$ cat config.mk
export PLATFORM = sky130hd
export DESIGN_NAME = pid_pump_duty_controller
export DESIGN_NICKNAME = d
export VERILOG_FILES = /design/src/hw/rtl/pdc_pkg.sv /design/src/hw/rtl/pdc_div.sv /design/src/hw/rtl/pdc_datapath.sv /design/src/hw/rtl/pdc_ctrl.sv /design/src/hw/rtl/pid_pump_duty_controller.sv
export SDC_FILE = /design/constraint.sdc
export NUM_CORES = 2
export LEC_CHECK = 0
export ABC_AREA = 1
export BUFFER_PORTS_ARGS = -buffer_cell sky130_fd_sc_hd__buf_2
export CAP_MARGIN = 20
export CORE_MARGIN = 5
export CORE_UTILIZATION = 60
export DETAILED_ROUTE_END_ITERATION = 8
export PLACE_DENSITY_LB_ADDON = 0.15
export SLEW_MARGIN = 20
export SYNTH_ARGS = -nofsm -noshare
export SYNTH_HDL_FRONTEND = slang
export SYNTH_SLANG_ARGS = --single-unit
$ cat constraint.sdc
create_clock -name aclk -period 6.9 [get_ports aclk]
set_clock_uncertainty 0.05 [all_clocks]
set_input_delay 1.035 -clock aclk [delete_from_list [all_inputs] [get_ports aclk]]
set_output_delay 1.035 -clock aclk [all_outputs]
set_load 0.005 [all_outputs]
$ cat src/hw/rtl/pdc_pkg.sv
// pdc_pkg: shared widths, register indexes, reset values and control types
// for the PID pump duty controller. No dependencies.
package pdc_pkg;

    localparam int MEAS_W     = 12;
    localparam int DT_W       = 8;
    localparam int ERR_W      = 13;
    localparam int DIFF_W     = 14;
    localparam int GAIN_W     = 16;
    localparam int INTEG_W    = 32;
    localparam int EDPROD_W   = 21;   // err * elapsed
    localparam int DPROD_W    = 30;   // gain_d * error change
    localparam int PROD_W     = INTEG_W + GAIN_W;
    localparam int ACC_W      = 50;
    localparam int FRAC_W     = 8;
    localparam int DUTY_W     = 7;
    localparam int CFG_ADDR_W = 3;
    localparam int CFG_DATA_W = 16;
    localparam int S_TDATA_W  = 24;
    localparam int M_TDATA_W  = 8;

    localparam logic [CFG_ADDR_W-1:0] REG_SETPOINT = 3'd0;
    localparam logic [CFG_ADDR_W-1:0] REG_GAIN_P   = 3'd1;
    localparam logic [CFG_ADDR_W-1:0] REG_GAIN_I   = 3'd2;
    localparam logic [CFG_ADDR_W-1:0] REG_GAIN_D   = 3'd3;
    localparam logic [CFG_ADDR_W-1:0] REG_DEADBAND = 3'd4;
    localparam logic [CFG_ADDR_W-1:0] REG_CEILING  = 3'd5;
    localparam logic [CFG_ADDR_W-1:0] REG_FLOOR    = 3'd6;

    localparam logic [MEAS_W-1:0]        RST_SETPOINT = '0;
    localparam logic signed [GAIN_W-1:0] RST_GAIN_P   = 16'sd256;
    localparam logic signed [GAIN_W-1:0] RST_GAIN_I   = '0;
    localparam logic signed [GAIN_W-1:0] RST_GAIN_D   = '0;
    localparam logic [MEAS_W-1:0]        RST_DEADBAND = '0;
    localparam logic [DUTY_W-1:0]        RST_CEILING  = 7'd100;
    localparam logic [DUTY_W-1:0]        RST_FLOOR    = 7'd70;

    typedef struct packed {
        logic [MEAS_W-1:0]        setpoint;
        logic signed [GAIN_W-1:0] gain_p;
        logic signed [GAIN_W-1:0] gain_i;
        logic signed [GAIN_W-1:0] gain_d;
        logic [MEAS_W-1:0]        deadband;
        logic [DUTY_W-1:0]        duty_ceiling;
        logic [DUTY_W-1:0]        duty_floor;
    } pdc_cfg_t;

    typedef enum logic [1:0] {
        MUL_ERR_DT,
        MUL_P,
        MUL_I,
        MUL_D
    } mul_sel_t;

    typedef enum logic [1:0] {
        ACC_HOLD,
        ACC_LOAD,
        ACC_ADD_PROD,
        ACC_ADD_QUO
    } acc_op_t;

    typedef enum logic [3:0] {
        ST_IDLE,
        ST_MUL_ED,
        ST_INTEG,
        ST_MUL_P,
        ST_MUL_I,
        ST_MUL_D,
        ST_DIV_GO,
        ST_DIV_WAIT,
        ST_SUM,
        ST_CMP,
        ST_OUT
    } state_t;

    typedef struct packed {
        logic     load;
        logic     mul_en;
        mul_sel_t mul_sel;
        logic     integ_en;
        acc_op_t  acc_op;
        logic     prev_upd;
        logic     div_start;
        logic     cmp_en;
        logic     out_load;
    } pdc_cmd_t;

    typedef struct packed {
        logic in_valid;
        logic out_free;
        logic div_done;
    } pdc_stat_t;

endpackage

$ cat src/hw/rtl/pdc_div.sv
// pdc_div: iterative signed-by-unsigned divider, one quotient bit per cycle,
// truncating toward zero; a zero divisor gives zero. Uses pdc_pkg.
module pdc_div import pdc_pkg::*; (
    input  logic                      aclk,
    input  logic                      aresetn,
    input  logic                      start,
    input  logic signed [DPROD_W-1:0] dividend,
    input  logic [DT_W-1:0]           divisor,
    output logic                      done,
    output logic signed [DPROD_W-1:0] quotient
);

    localparam int CNT_W = $clog2(DPROD_W + 1);

    logic [CNT_W-1:0]        cnt_reg;
    logic [DPROD_W-1:0]      quo_reg;
    logic [DT_W-1:0]         rem_reg;
    logic [DT_W-1:0]         dvs_reg;
    logic                    neg_reg;
    logic                    zero_reg;

    logic signed [DPROD_W-1:0] dvd_neg;
    logic [DPROD_W-1:0]        dvd_mag;
    logic [DT_W:0]             rem_sh;
    logic                      ge;
    logic [DT_W:0]             rem_new;
    logic signed [DPROD_W-1:0] quo_neg;

    assign dvd_neg = -dividend;
    assign dvd_mag = dividend[DPROD_W-1] ? dvd_neg : dividend;
    assign rem_sh  = {rem_reg, quo_reg[DPROD_W-1]};
    assign ge      = rem_sh >= {1'b0, dvs_reg};
    assign rem_new = ge ? rem_sh - {1'b0, dvs_reg} : rem_sh;
    assign quo_neg = -$signed(quo_reg);

    always_ff @(posedge aclk) begin
        if (!aresetn) begin
            cnt_reg <= '0;
        end else if (start) begin
            cnt_reg <= CNT_W'(DPROD_W);
        end else if (cnt_reg != '0) begin
            cnt_reg <= cnt_reg - 1'b1;
        end
    end

    always_ff @(posedge aclk) begin
        if (start) begin
            quo_reg  <= dvd_mag;
            rem_reg  <= '0;
            dvs_reg  <= divisor;
            neg_reg  <= dividend[DPROD_W-1];
            zero_reg <= divisor == '0;
        end else if (cnt_reg != '0) begin
            quo_reg <= {quo_reg[DPROD_W-2:0], ge};
            rem_reg <= rem_new[DT_W-1:0];
        end
    end

    assign done     = cnt_reg == '0;
    assign quotient = zero_reg ? '0 : (neg_reg ? quo_neg : $signed(quo_reg));

endmodule

$ cat src/hw/rtl/pdc_datapath.sv
// pdc_datapath: error, integral and previous-error state, shared multiplier,
// accumulator, divider and the clamp/floor stage. Uses pdc_pkg and pdc_div.
module pdc_datapath import pdc_pkg::*; (
    input  logic              aclk,
    input  logic              aresetn,
    input  pdc_cmd_t          cmd,
    input  pdc_cfg_t          cfg,
    input  logic [MEAS_W-1:0] meas,
    input  logic [DT_W-1:0]   dt,
    output logic              div_done,
    output logic [DUTY_W-1:0] duty,
    output logic              saturated
);

    logic [DT_W-1:0]            dt_reg;
    logic signed [ERR_W-1:0]    err_reg;
    logic signed [ERR_W-1:0]    prev_reg;
    logic signed [INTEG_W-1:0]  integ_reg;
    logic signed [PROD_W-1:0]   prod_reg;
    logic signed [ACC_W-1:0]    acc_reg;
    logic                       gt_reg;
    logic                       lt_reg;

    logic signed [ERR_W-1:0]    err_next;
    logic signed [ERR_W-1:0]    err_neg;
    logic [MEAS_W-1:0]          err_mag;
    logic signed [INTEG_W:0]    integ_sum;
    logic signed [INTEG_W-1:0]  integ_next;
    logic signed [DIFF_W-1:0]   diff;
    logic signed [INTEG_W-1:0]  mul_a;
    logic signed [GAIN_W-1:0]   mul_b;
    logic signed [DPROD_W-1:0]  quo;
    logic signed [ACC_W-1:0]    ceil_fx;
    logic signed [ACC_W-1:0]    floor_fx;

    assign err_next = $signed({1'b0, meas}) - $signed({1'b0, cfg.setpoint});
    assign err_neg  = -err_reg;
    assign err_mag  = err_reg[ERR_W-1] ? err_neg[MEAS_W-1:0] : err_reg[MEAS_W-1:0];

    assign integ_sum = (INTEG_W+1)'(integ_reg)
                     + (INTEG_W+1)'($signed(prod_reg[EDPROD_W-1:0]));

    always_comb begin
        if (integ_sum[INTEG_W] != integ_sum[INTEG_W-1]) begin
            integ_next = integ_sum[INTEG_W] ? {1'b1, {(INTEG_W-1){1'b0}}}
                                            : {1'b0, {(INTEG_W-1){1'b1}}};
        end else begin
            integ_next = integ_sum[INTEG_W-1:0];
        end
    end

    assign diff = DIFF_W'(err_reg) - DIFF_W'(prev_reg);

    always_comb begin
        case (cmd.mul_sel)
            MUL_ERR_DT: begin
                mul_a = INTEG_W'(err_reg);
                mul_b = $signed({{(GAIN_W-DT_W){1'b0}}, dt_reg});
            end
            MUL_P: begin
                mul_a = INTEG_W'(err_reg);
                mul_b = cfg.gain_p;
            end
            MUL_I: begin
                mul_a = integ_reg;
                mul_b = cfg.gain_i;
            end
            MUL_D: begin
                mul_a = INTEG_W'(diff);
                mul_b = cfg.gain_d;
            end
            default: begin
                mul_a = '0;
                mul_b = '0;
            end
        endcase
    end

    always_ff @(posedge aclk) begin
        if (!aresetn) begin
            integ_reg <= '0;
            prev_reg  <= '0;
        end else begin
            if (cmd.integ_en && (err_mag > cfg.deadband)) begin
                integ_reg <= integ_next;
            end
            if (cmd.prev_upd) begin
                prev_reg <= err_reg;
            end
        end
    end

    always_ff @(posedge aclk) begin
        if (cmd.load) begin
            dt_reg  <= dt;
            err_reg <= err_next;
        end
        if (cmd.mul_en) begin
            prod_reg <= mul_a * mul_b;
        end
        case (cmd.acc_op)
            ACC_LOAD:     acc_reg <= ACC_W'(prod_reg);
            ACC_ADD_PROD: acc_reg <= acc_reg + ACC_W'(prod_reg);
            ACC_ADD_QUO:  acc_reg <= acc_reg + ACC_W'(quo);
            default:      acc_reg <= acc_reg;
        endcase
        if (cmd.cmp_en) begin
            gt_reg <= acc_reg > ceil_fx;
            lt_reg <= acc_reg < floor_fx;
        end
    end

    pdc_div u_div (
        .aclk     (aclk),
        .aresetn  (aresetn),
        .start    (cmd.div_start),
        .dividend ($signed(prod_reg[DPROD_W-1:0])),
        .divisor  (dt_reg),
        .done     (div_done),
        .quotient (quo)
    );

    assign ceil_fx  = $signed(ACC_W'({cfg.duty_ceiling, {FRAC_W{1'b0}}}));
    assign floor_fx = $signed(ACC_W'({cfg.duty_floor, {FRAC_W{1'b0}}}));

    always_comb begin
        if (gt_reg) begin
            duty = (cfg.duty_ceiling < cfg.duty_floor) ? '0 : cfg.duty_ceiling;
        end else if (lt_reg) begin
            duty = '0;
        end else begin
            duty = acc_reg[FRAC_W+DUTY_W-1:FRAC_W];
        end
    end

    assign saturated = gt_reg;

endmodule

$ cat src/hw/rtl/pdc_ctrl.sv
// pdc_ctrl: sequencer for one request: multiply steps, integral update,
// divide, compare and result hand-off. Uses pdc_pkg.
module pdc_ctrl import pdc_pkg::*; (
    input  logic      aclk,
    input  logic      aresetn,
    input  pdc_stat_t stat,
    output pdc_cmd_t  cmd,
    output logic      in_ready
);

    state_t state_reg;
    state_t state_next;

    always_ff @(posedge aclk) begin
        if (!aresetn) begin
            state_reg <= ST_IDLE;
        end else begin
            state_reg <= state_next;
        end
    end

    always_comb begin
        state_next = state_reg;
        cmd        = '0;
        cmd.mul_sel = MUL_ERR_DT;
        cmd.acc_op  = ACC_HOLD;
        in_ready   = 1'b0;
        unique case (state_reg)
            ST_IDLE: begin
                in_ready = 1'b1;
                if (stat.in_valid) begin
                    cmd.load   = 1'b1;
                    state_next = ST_MUL_ED;
                end
            end
            ST_MUL_ED: begin
                cmd.mul_en  = 1'b1;
                cmd.mul_sel = MUL_ERR_DT;
                state_next  = ST_INTEG;
            end
            ST_INTEG: begin
                cmd.integ_en = 1'b1;
                state_next   = ST_MUL_P;
            end
            ST_MUL_P: begin
                cmd.mul_en  = 1'b1;
                cmd.mul_sel = MUL_P;
                state_next  = ST_MUL_I;
            end
            ST_MUL_I: begin
                cmd.mul_en  = 1'b1;
                cmd.mul_sel = MUL_I;
                cmd.acc_op  = ACC_LOAD;
                state_next  = ST_MUL_D;
            end
            ST_MUL_D: begin
                cmd.mul_en   = 1'b1;
                cmd.mul_sel  = MUL_D;
                cmd.acc_op   = ACC_ADD_PROD;
                cmd.prev_upd = 1'b1;
                state_next   = ST_DIV_GO;
            end
            ST_DIV_GO: begin
                cmd.div_start = 1'b1;
                state_next    = ST_DIV_WAIT;
            end
            ST_DIV_WAIT: begin
                if (stat.div_done) begin
                    state_next = ST_SUM;
                end
            end
            ST_SUM: begin
                cmd.acc_op = ACC_ADD_QUO;
                state_next = ST_CMP;
            end
            ST_CMP: begin
                cmd.cmp_en = 1'b1;
                state_next = ST_OUT;
            end
            ST_OUT: begin
                if (stat.out_free) begin
                    cmd.out_load = 1'b1;
                    state_next   = ST_IDLE;
                end
            end
            default: begin
                state_next = ST_IDLE;
            end
        endcase
    end

endmodule

$ cat src/hw/rtl/pid_pump_duty_controller.sv
// pid_pump_duty_controller: top level. Config registers, sequencer, datapath
// and the result register. Uses pdc_pkg, pdc_ctrl, pdc_datapath.
//
//  channel   dir  handshake          payload
//  s_        in   s_tvalid/s_tready  s_tdata: measured_value, elapsed_seconds
//  m_        out  m_tvalid/m_tready  m_tdata: duty; m_tuser: saturated
//  cfg_      in   cfg_we             cfg_addr, cfg_wdata
//
// From acceptance to result a request makes four passes through the shared
// 32x16 multiplier with the integral update, then divider start and a 30-step
// bit-serial divide for the derivative term, then accumulate, compare and load.
// The next request is taken in the cycle after the result is loaded.
// A new request is taken once the previous result sits in the output register.
// A stalled output holds its result; the sequencer waits before loading the next.
// Reset (aresetn low, synchronous) clears integral and previous error and
// restores the config defaults.
module pid_pump_duty_controller import pdc_pkg::*; (
    input  logic                  aclk,
    input  logic                  aresetn,
    input  logic                  s_tvalid,
    output logic                  s_tready,
    input  logic [S_TDATA_W-1:0]  s_tdata,   // [11:0] measured_value, [19:12] elapsed_seconds
    output logic                  m_tvalid,
    input  logic                  m_tready,
    output logic [M_TDATA_W-1:0]  m_tdata,   // [6:0] duty
    output logic                  m_tuser,   // [0] saturated
    input  logic                  cfg_we,
    input  logic [CFG_ADDR_W-1:0] cfg_addr,
    input  logic [CFG_DATA_W-1:0] cfg_wdata
);

    pdc_cfg_t          cfg_reg;
    pdc_cmd_t          cmd;
    pdc_stat_t         stat;
    logic              in_ready;
    logic              div_done;
    logic [DUTY_W-1:0] duty;
    logic              saturated;

    logic              m_valid_reg;
    logic              m_valid_next;
    logic [DUTY_W-1:0] m_duty_reg;
    logic              m_sat_reg;

    always_ff @(posedge aclk) begin
        if (!aresetn) begin
            cfg_reg.setpoint     <= RST_SETPOINT;
            cfg_reg.gain_p       <= RST_GAIN_P;
            cfg_reg.gain_i       <= RST_GAIN_I;
            cfg_reg.gain_d       <= RST_GAIN_D;
            cfg_reg.deadband     <= RST_DEADBAND;
            cfg_reg.duty_ceiling <= RST_CEILING;
            cfg_reg.duty_floor   <= RST_FLOOR;
        end else if (cfg_we) begin
            unique case (cfg_addr)
                REG_SETPOINT: cfg_reg.setpoint     <= cfg_wdata[MEAS_W-1:0];
                REG_GAIN_P:   cfg_reg.gain_p       <= $signed(cfg_wdata);
                REG_GAIN_I:   cfg_reg.gain_i       <= $signed(cfg_wdata);
                REG_GAIN_D:   cfg_reg.gain_d       <= $signed(cfg_wdata);
                REG_DEADBAND: cfg_reg.deadband     <= cfg_wdata[MEAS_W-1:0];
                REG_CEILING:  cfg_reg.duty_ceiling <= cfg_wdata[DUTY_W-1:0];
                REG_FLOOR:    cfg_reg.duty_floor   <= cfg_wdata[DUTY_W-1:0];
                default:      cfg_reg              <= cfg_reg;
            endcase
        end
    end

    assign stat.in_valid = s_tvalid;
    assign stat.out_free = !m_valid_reg || m_tready;
    assign stat.div_done = div_done;

    pdc_ctrl u_ctrl (
        .aclk     (aclk),
        .aresetn  (aresetn),
        .stat     (stat),
        .cmd      (cmd),
        .in_ready (in_ready)
    );

    pdc_datapath u_dp (
        .aclk      (aclk),
        .aresetn   (aresetn),
        .cmd       (cmd),
        .cfg       (cfg_reg),
        .meas      (s_tdata[MEAS_W-1:0]),
        .dt        (s_tdata[MEAS_W+DT_W-1:MEAS_W]),
        .div_done  (div_done),
        .duty      (duty),
        .saturated (saturated)
    );

    always_comb begin
        m_valid_next = m_valid_reg;
        if (cmd.out_load) begin
            m_valid_next = 1'b1;
        end else if (m_tready) begin
            m_valid_next = 1'b0;
        end
    end

    always_ff @(posedge aclk) begin
        if (!aresetn) begin
            m_valid_reg <= 1'b0;
        end else begin
            m_valid_reg <= m_valid_next;
        end
    end

    always_ff @(posedge aclk) begin
        if (cmd.out_load) begin
            m_duty_reg <= duty;
            m_sat_reg  <= saturated;
        end
    end

    assign s_tready = in_ready;
    assign m_tvalid = m_valid_reg;
    assign m_tdata  = M_TDATA_W'(m_duty_reg);
    assign m_tuser  = m_sat_reg;

    // a saturated result is the ceiling, or zero when the ceiling is under the floor
    assert property (@(posedge aclk) disable iff (!aresetn)
        m_tvalid && m_tuser |-> (m_tdata[DUTY_W-1:0] == cfg_reg.duty_ceiling) ||
                                (m_tdata[DUTY_W-1:0] == '0))
        else $error("saturated duty differs from ceiling");

    // an unclamped nonzero duty never lies below the floor
    assert property (@(posedge aclk) disable iff (!aresetn)
        m_tvalid && !m_tuser && (m_tdata[DUTY_W-1:0] != '0)
            |-> m_tdata[DUTY_W-1:0] >= cfg_reg.duty_floor)
        else $error("duty below floor");

    // one request at a time
    assert property (@(posedge aclk) disable iff (!aresetn)
        s_tvalid && s_tready |=> !s_tready)
        else $error("request taken while busy");

endmodule
Yosys cells after proc, flatten, opt, wreduce, memory -nomap -nowiden

Index checks and enable logic that the tools add are counted.

Flip-flop bits (word level): 318
Bits of input ports: 48
Output and inout bits: 11
Logic and storage cells: 125

Add/sub/neg operators: 10
$mul: 1
Magnitude comparators: 5
Equal/unequal tests: 26
Multiplexer cells: 34
Bitwise logic cells: 1
Reductions and logical operators: 22

Operator list:

| operator                                                               | count |
|---|---|
| 30-bit 2-to-1 mux                                                      | 5 |
| 50-bit case mux with 3 select lines                                    | 1 |
| 32-bit case mux with 3 select lines                                    | 1 |
| 32-bit 2-to-1 mux                                                      | 2 |
| 16-bit case mux with 4 select lines                                    | 1 |
| 30-bit negator                                                         | 2 |
| 50-bit by 30-bit adder with 50-bit output                              | 1 |
| 50-bit by 48-bit adder with 50-bit output                              | 1 |
| 50-bit by 16-bit greater-than comparator with 1-bit output             | 1 |
| 50-bit by 16-bit less-than comparator with 1-bit output                | 1 |
| 32-bit by 16-bit multiplier with 48-bit output                         | 1 |
| 4-bit case mux with 11 select lines                                    | 1 |
| 32-bit by 21-bit adder with 33-bit output                              | 1 |
| 7-bit 2-to-1 mux                                                       | 3 |
| 4-bit by 3-bit equality test with 1-bit output (second input constant) | 4 |
| 2-bit AND reduction                                                    | 7 |
| 13-bit by 13-bit subtractor with 14-bit output                         | 1 |
| 12-bit by 12-bit subtractor with 13-bit output                         | 1 |
| 4-bit equality test (second input constant)                            | 3 |
| 12-bit greater-than comparator                                         | 1 |
| 12-bit 2-to-1 mux                                                      | 1 |
| 4-bit 2-to-1 mux                                                       | 3 |
| 12-bit negator                                                         | 1 |
| 3-bit case mux with 4 select lines                                     | 1 |
| 31 further kinds                                                       | 54 |

Depth between registers and ports, before layout

Depth in word-level cells: 6
Gate-level depth with buffers: 39

Cells and area by module

Synthesis repeated with hierarchy kept, for this count alone.

Cell total of the unflattened synthesis: 5,778
Area total of the unflattened synthesis: 42,256.8 um^2

Modules (own cells, without submodules):

| module                   | instances | cells an instance | area each (um^2) | seq. area each (um^2) |
|---|---|---|---|---|
| pdc_datapath             | 1         | 4,530             | 33,738.6         | 4,534.3 |
| pdc_div                  | 1         | 674               | 4,448.0          | 1,461.4 |
| pid_pump_duty_controller | 1         | 510               | 3,734.8          | 1,981.9 |
| pdc_ctrl                 | 1         | 64                | 335.3            | 80.1 |

Least setup slack after synthesis

No wires, ideal clock.

Kind: reg-to-reg
Start: reg u_dp.err_reg[0]
End: reg u_dp.prod_reg[29], data pin
Arrival: 7.016 ns
Required time: 6.598 ns
Path slack: -0.418 ns
Cell stages (with the launch flop): 34
Buffers on the path: 1
Clock period less this slack: 7.318 ns
Cells stage by stage: edfxtp_1 -> inv_1 -> ha_1 -> fa_1 -> inv_1 -> a21oi_1 -> o21ai_0 -> a21oi_1 -> o21ai_0 -> xnor2_1 -> a21oi_1 -> buf_2 -> nand2_1 -> fa_1 -> fa_1 -> inv_1 -> fa_1 -> inv_1 -> fa_1 -> inv_1 -> fa_1 -> inv_1 -> fa_1 -> inv_1 -> ha_1 -> nand2_1 -> nor2_1 -> nand2_1 -> o21ai_0 -> a21oi_1 -> o21ai_1 -> nand2_1 -> nand3_1 -> nand2_1

Word-level cells in the longest chain between the ends: 3

RTL lines:

| element                                          | line               | text |
|---|---|---|
| start: declaration                               | pdc_datapath.sv:16 | `logic signed [ERR_W-1:0] err_reg;` |
| start signal: assignment                         | pdc_datapath.sv:96 | `err_reg <= err_next;` |
| 13-bit by 13-bit subtractor with 14-bit output   | pdc_datapath.sv:52 | `assign diff = DIFF_W'(err_reg) - DIFF_W'(prev_reg);` |
| 32-bit case mux with 3 select lines *            | pdc_datapath.sv:55 | `case (cmd.mul_sel)` |
| 32-bit by 16-bit multiplier with 48-bit output * | pdc_datapath.sv:99 | `prod_reg <= mul_a * mul_b;` |
| end signal: assignment                           | pdc_datapath.sv:99 |  |
| end: declaration                                 | pdc_datapath.sv:19 | `logic signed [PROD_W-1:0] prod_reg;` |

Every way passes the cells marked *; elsewhere a longest branch is shown, timed or not.
A chain may end at the register's enable or synchronous reset.

Final worst setup path

Start: reg u_dp.err_reg[2]
End: reg u_dp.prod_reg[38], data pin

The elaborated chain is that of the path after synthesis.

==> results.yml <==
setup_path:
  arrival_ns: 7.73
  crit_slowest_cell: "fa_2"
  cp_data_required_time_ns: 7.14
  worst_setup_path_start_kind: "flop"
  critPathMostFrequentCell: "fa_1"
  path_depth: 32
  rr_worst_depth: 32
  crit_path_end_kind: "flop"
  worstSetupPathType: "flop to flop"
  cp_max_fo: 6
  critPathBufInv: 7
  crit_family: "adder cells"
  slowest_delay_ns: 0.63
clock_tree:
  cts-buffers-inserted: 37
  clock_latency_ns: 0.57
  h-tree-depth: 2
  numClockSinks: 318
  cts-root-buf: "clkbuf_16"
  cts_tree: "done"
  clockBufferDepth: 3
  hold_buffers: 0
  clk_pin_slew_ns: 0.06
synth:
  yosys.cell_count.top_type: "inv_1"
  synth_top_cell_by_area: "fa_1"
  synthCells: 5355
  synth.top_cell.area_share: 0.241
  synth_area_um2: 40700
  synthTopCellsByArea: "fa_1 24%, edfxtp_1 12%, inv_1 9.5%"
  ys.flop_type: "edfxtp_1"
  synth_common_cells: "1025 x inv_1, 836 x nand2_1, 618 x nor2_1"
  syn_nets: 6157
  ys_async_sr_fraction: 0
  synth_seq_cells: 318
  synth_edf_count: 169
  ys_types: 61
  ys_warn_count: 0
  synth_area_per_cell_um2: 7.60
  synth-seq-area-share: 0.198
drt:
  drcViolationCount: 0
  route.vias.total: 39000
  drt.antenna.violating_nets: 0
  routed_via_density: 5.79
  wire_per_inst_um: 20.4
  dr.pass1.iters: 6
  drt_iter0_drc: 3608
  routed_wl_um: 137000
layout:
  layout.cells.non_filler: 6742
  area_delta_synth_final_pct: 23.3
  largest_register_ff_count: 86
  fin_nets: 6642
  layout-drive-gt1-share: 0.210
  num_antenna_cells: 0
grt:
  gr-usage-all-layers: 0.362
  grt_max_degree: 81
  grt_pass1_wl_um: 210000
  grt_overflow: 0
  antenna_found_initial: 1
  grt_pass1_vias: 38700
timing:
  period_minus_slack_ns: 7.49
  drv_slew: 0
  hold_ws_ns: 0.403
  period_share: 1.09
  max_freq_mhz: 133
  fin_ws_ns: -0.592
  tns_ns: -12.90
  relSlewSlack: 0.327
  hold_violations: 0
  tightest_slew_ns: 1.01
  rsz0062_at_grt: "true"
  setup_viol: 35
worst_hold_path:
  min_path_cells: 2
  holdCritPathClass: "flop to flop"
placement:
  place_congestion: 1.05
  dp_cells: 6603
  portBuffers: 53
  dp_hpwl_um: 108000
job:
  maxCapViolCount: 0
floorplanning:
  core_um2: 67300
  initial_utilization: 0.605
  die_area_um2: 73200
  die_x_um: 270
  num_rows: 95
  ios: 59
  die_h_um: 270
outcome:
  status: "complete, but fails checks"
  violations: "negative setup slack"
[per-stage QoR]
step                      instance area, um2  utilization  setup slack [ns]
after floorplan                        40900            -          -0.00710
after global placement                 45700        0.680            -0.667
after detailed placement               45700        0.680            -0.758
after CTS                              48600        0.722            -0.348
after global routing                   50200        0.746            -0.740
final                                  50200        0.746            -0.592
[routing by layer]
metal  up-vias  track usage  wire (um)
li1      18000            -          -
met1     18600        0.476      52500
met2      2016        0.584      62800
met3       453       0.0652      13400
met4         2        0.169       8720
met5         -            0          8
[area by class of cell]
type / instances / area (um2)
clock inverter: 18 / 183
inverter: 1055 / 3970
clock buffer: 50 / 1080
tap: 873 / 1090
fill: 5040 / 17100
multi-input combinational: 3811 / 30400
sequential: 318 / 8060
timing repair buffer: 617 / 5370
[worst register-to-register path: cells and delay by family, from the launching register on]
kind,cells,cell delay (ns)
adder cells (fa/ha/maj),8,3.74
AND/OR/NAND/NOR,9,0.82
flip-flops,1,0.48
buffers and inverters,7,0.73
XOR/XNOR,1,0.11
AO/OA/AOI/OAI,7,1.28
[layout by cell type (no fill, tap or decap), drive strengths merged, types with 2 or more instances in the layout]
master / count
inv: 1057
nand2: 855
nor2: 630
buf: 614
fa: 491
nand3: 378
a21oi: 358
o21ai: 352
ha: 263
edfxtp: 169
dfxtp: 149
xor2: 122
nor3: 56
clkbuf: 52
o22ai: 45
xnor2: 42
a31oi: 39
nand4: 31
o21bai: 25
nor4: 20
a21o: 16
o211ai: 14
clkinv: 13
nand3b: 11
or2: 11
a21boi: 9
o21a: 7
a211oi: 6
o221ai: 6
o31ai: 5
and3: 4
a22o: 3
a221oi: 3
a31o: 2
bufinv: 2
[cell families after synthesis]
family / count (synthesis) / share of synthesized area
simple gates: 1999 / 0.205
buf+inv: 1226 / 0.117
compound gates: 893 / 0.122
fa+ha+maj: 754 / 0.322
flops: 318 / 0.198
xor+xnor: 164 / 0.0353
other cells: 1 / 0.0000921
[path summary, 6_finish.rpt]
check | to | slack [ns] | from
max | u_dp.prod_reg[38]$_DFFE_PP_ | -0.59 | u_dp.err_reg[2]$_DFFE_PP_
min | cfg_reg[67]$_SDFFE_PN0P_ | 0.40 | cfg_reg[67]$_SDFFE_PN0P_
max reg2reg | u_dp.prod_reg[38]$_DFFE_PP_ | -0.59 | u_dp.err_reg[2]$_DFFE_PP_
min reg2reg | cfg_reg[67]$_SDFFE_PN0P_ | 0.40 | cfg_reg[67]$_SDFFE_PN0P_
[timing repair]
item,CTS,global route
setup buffers,22,44
gates cloned,6,2
setup endpoints to repair,36,38
pin swaps,119,188
resized for setup,335,320
Power is left out: the tool's default activity adds up to more than one toggle a clock period on the data nets, which glitch-free logic cannot reach.
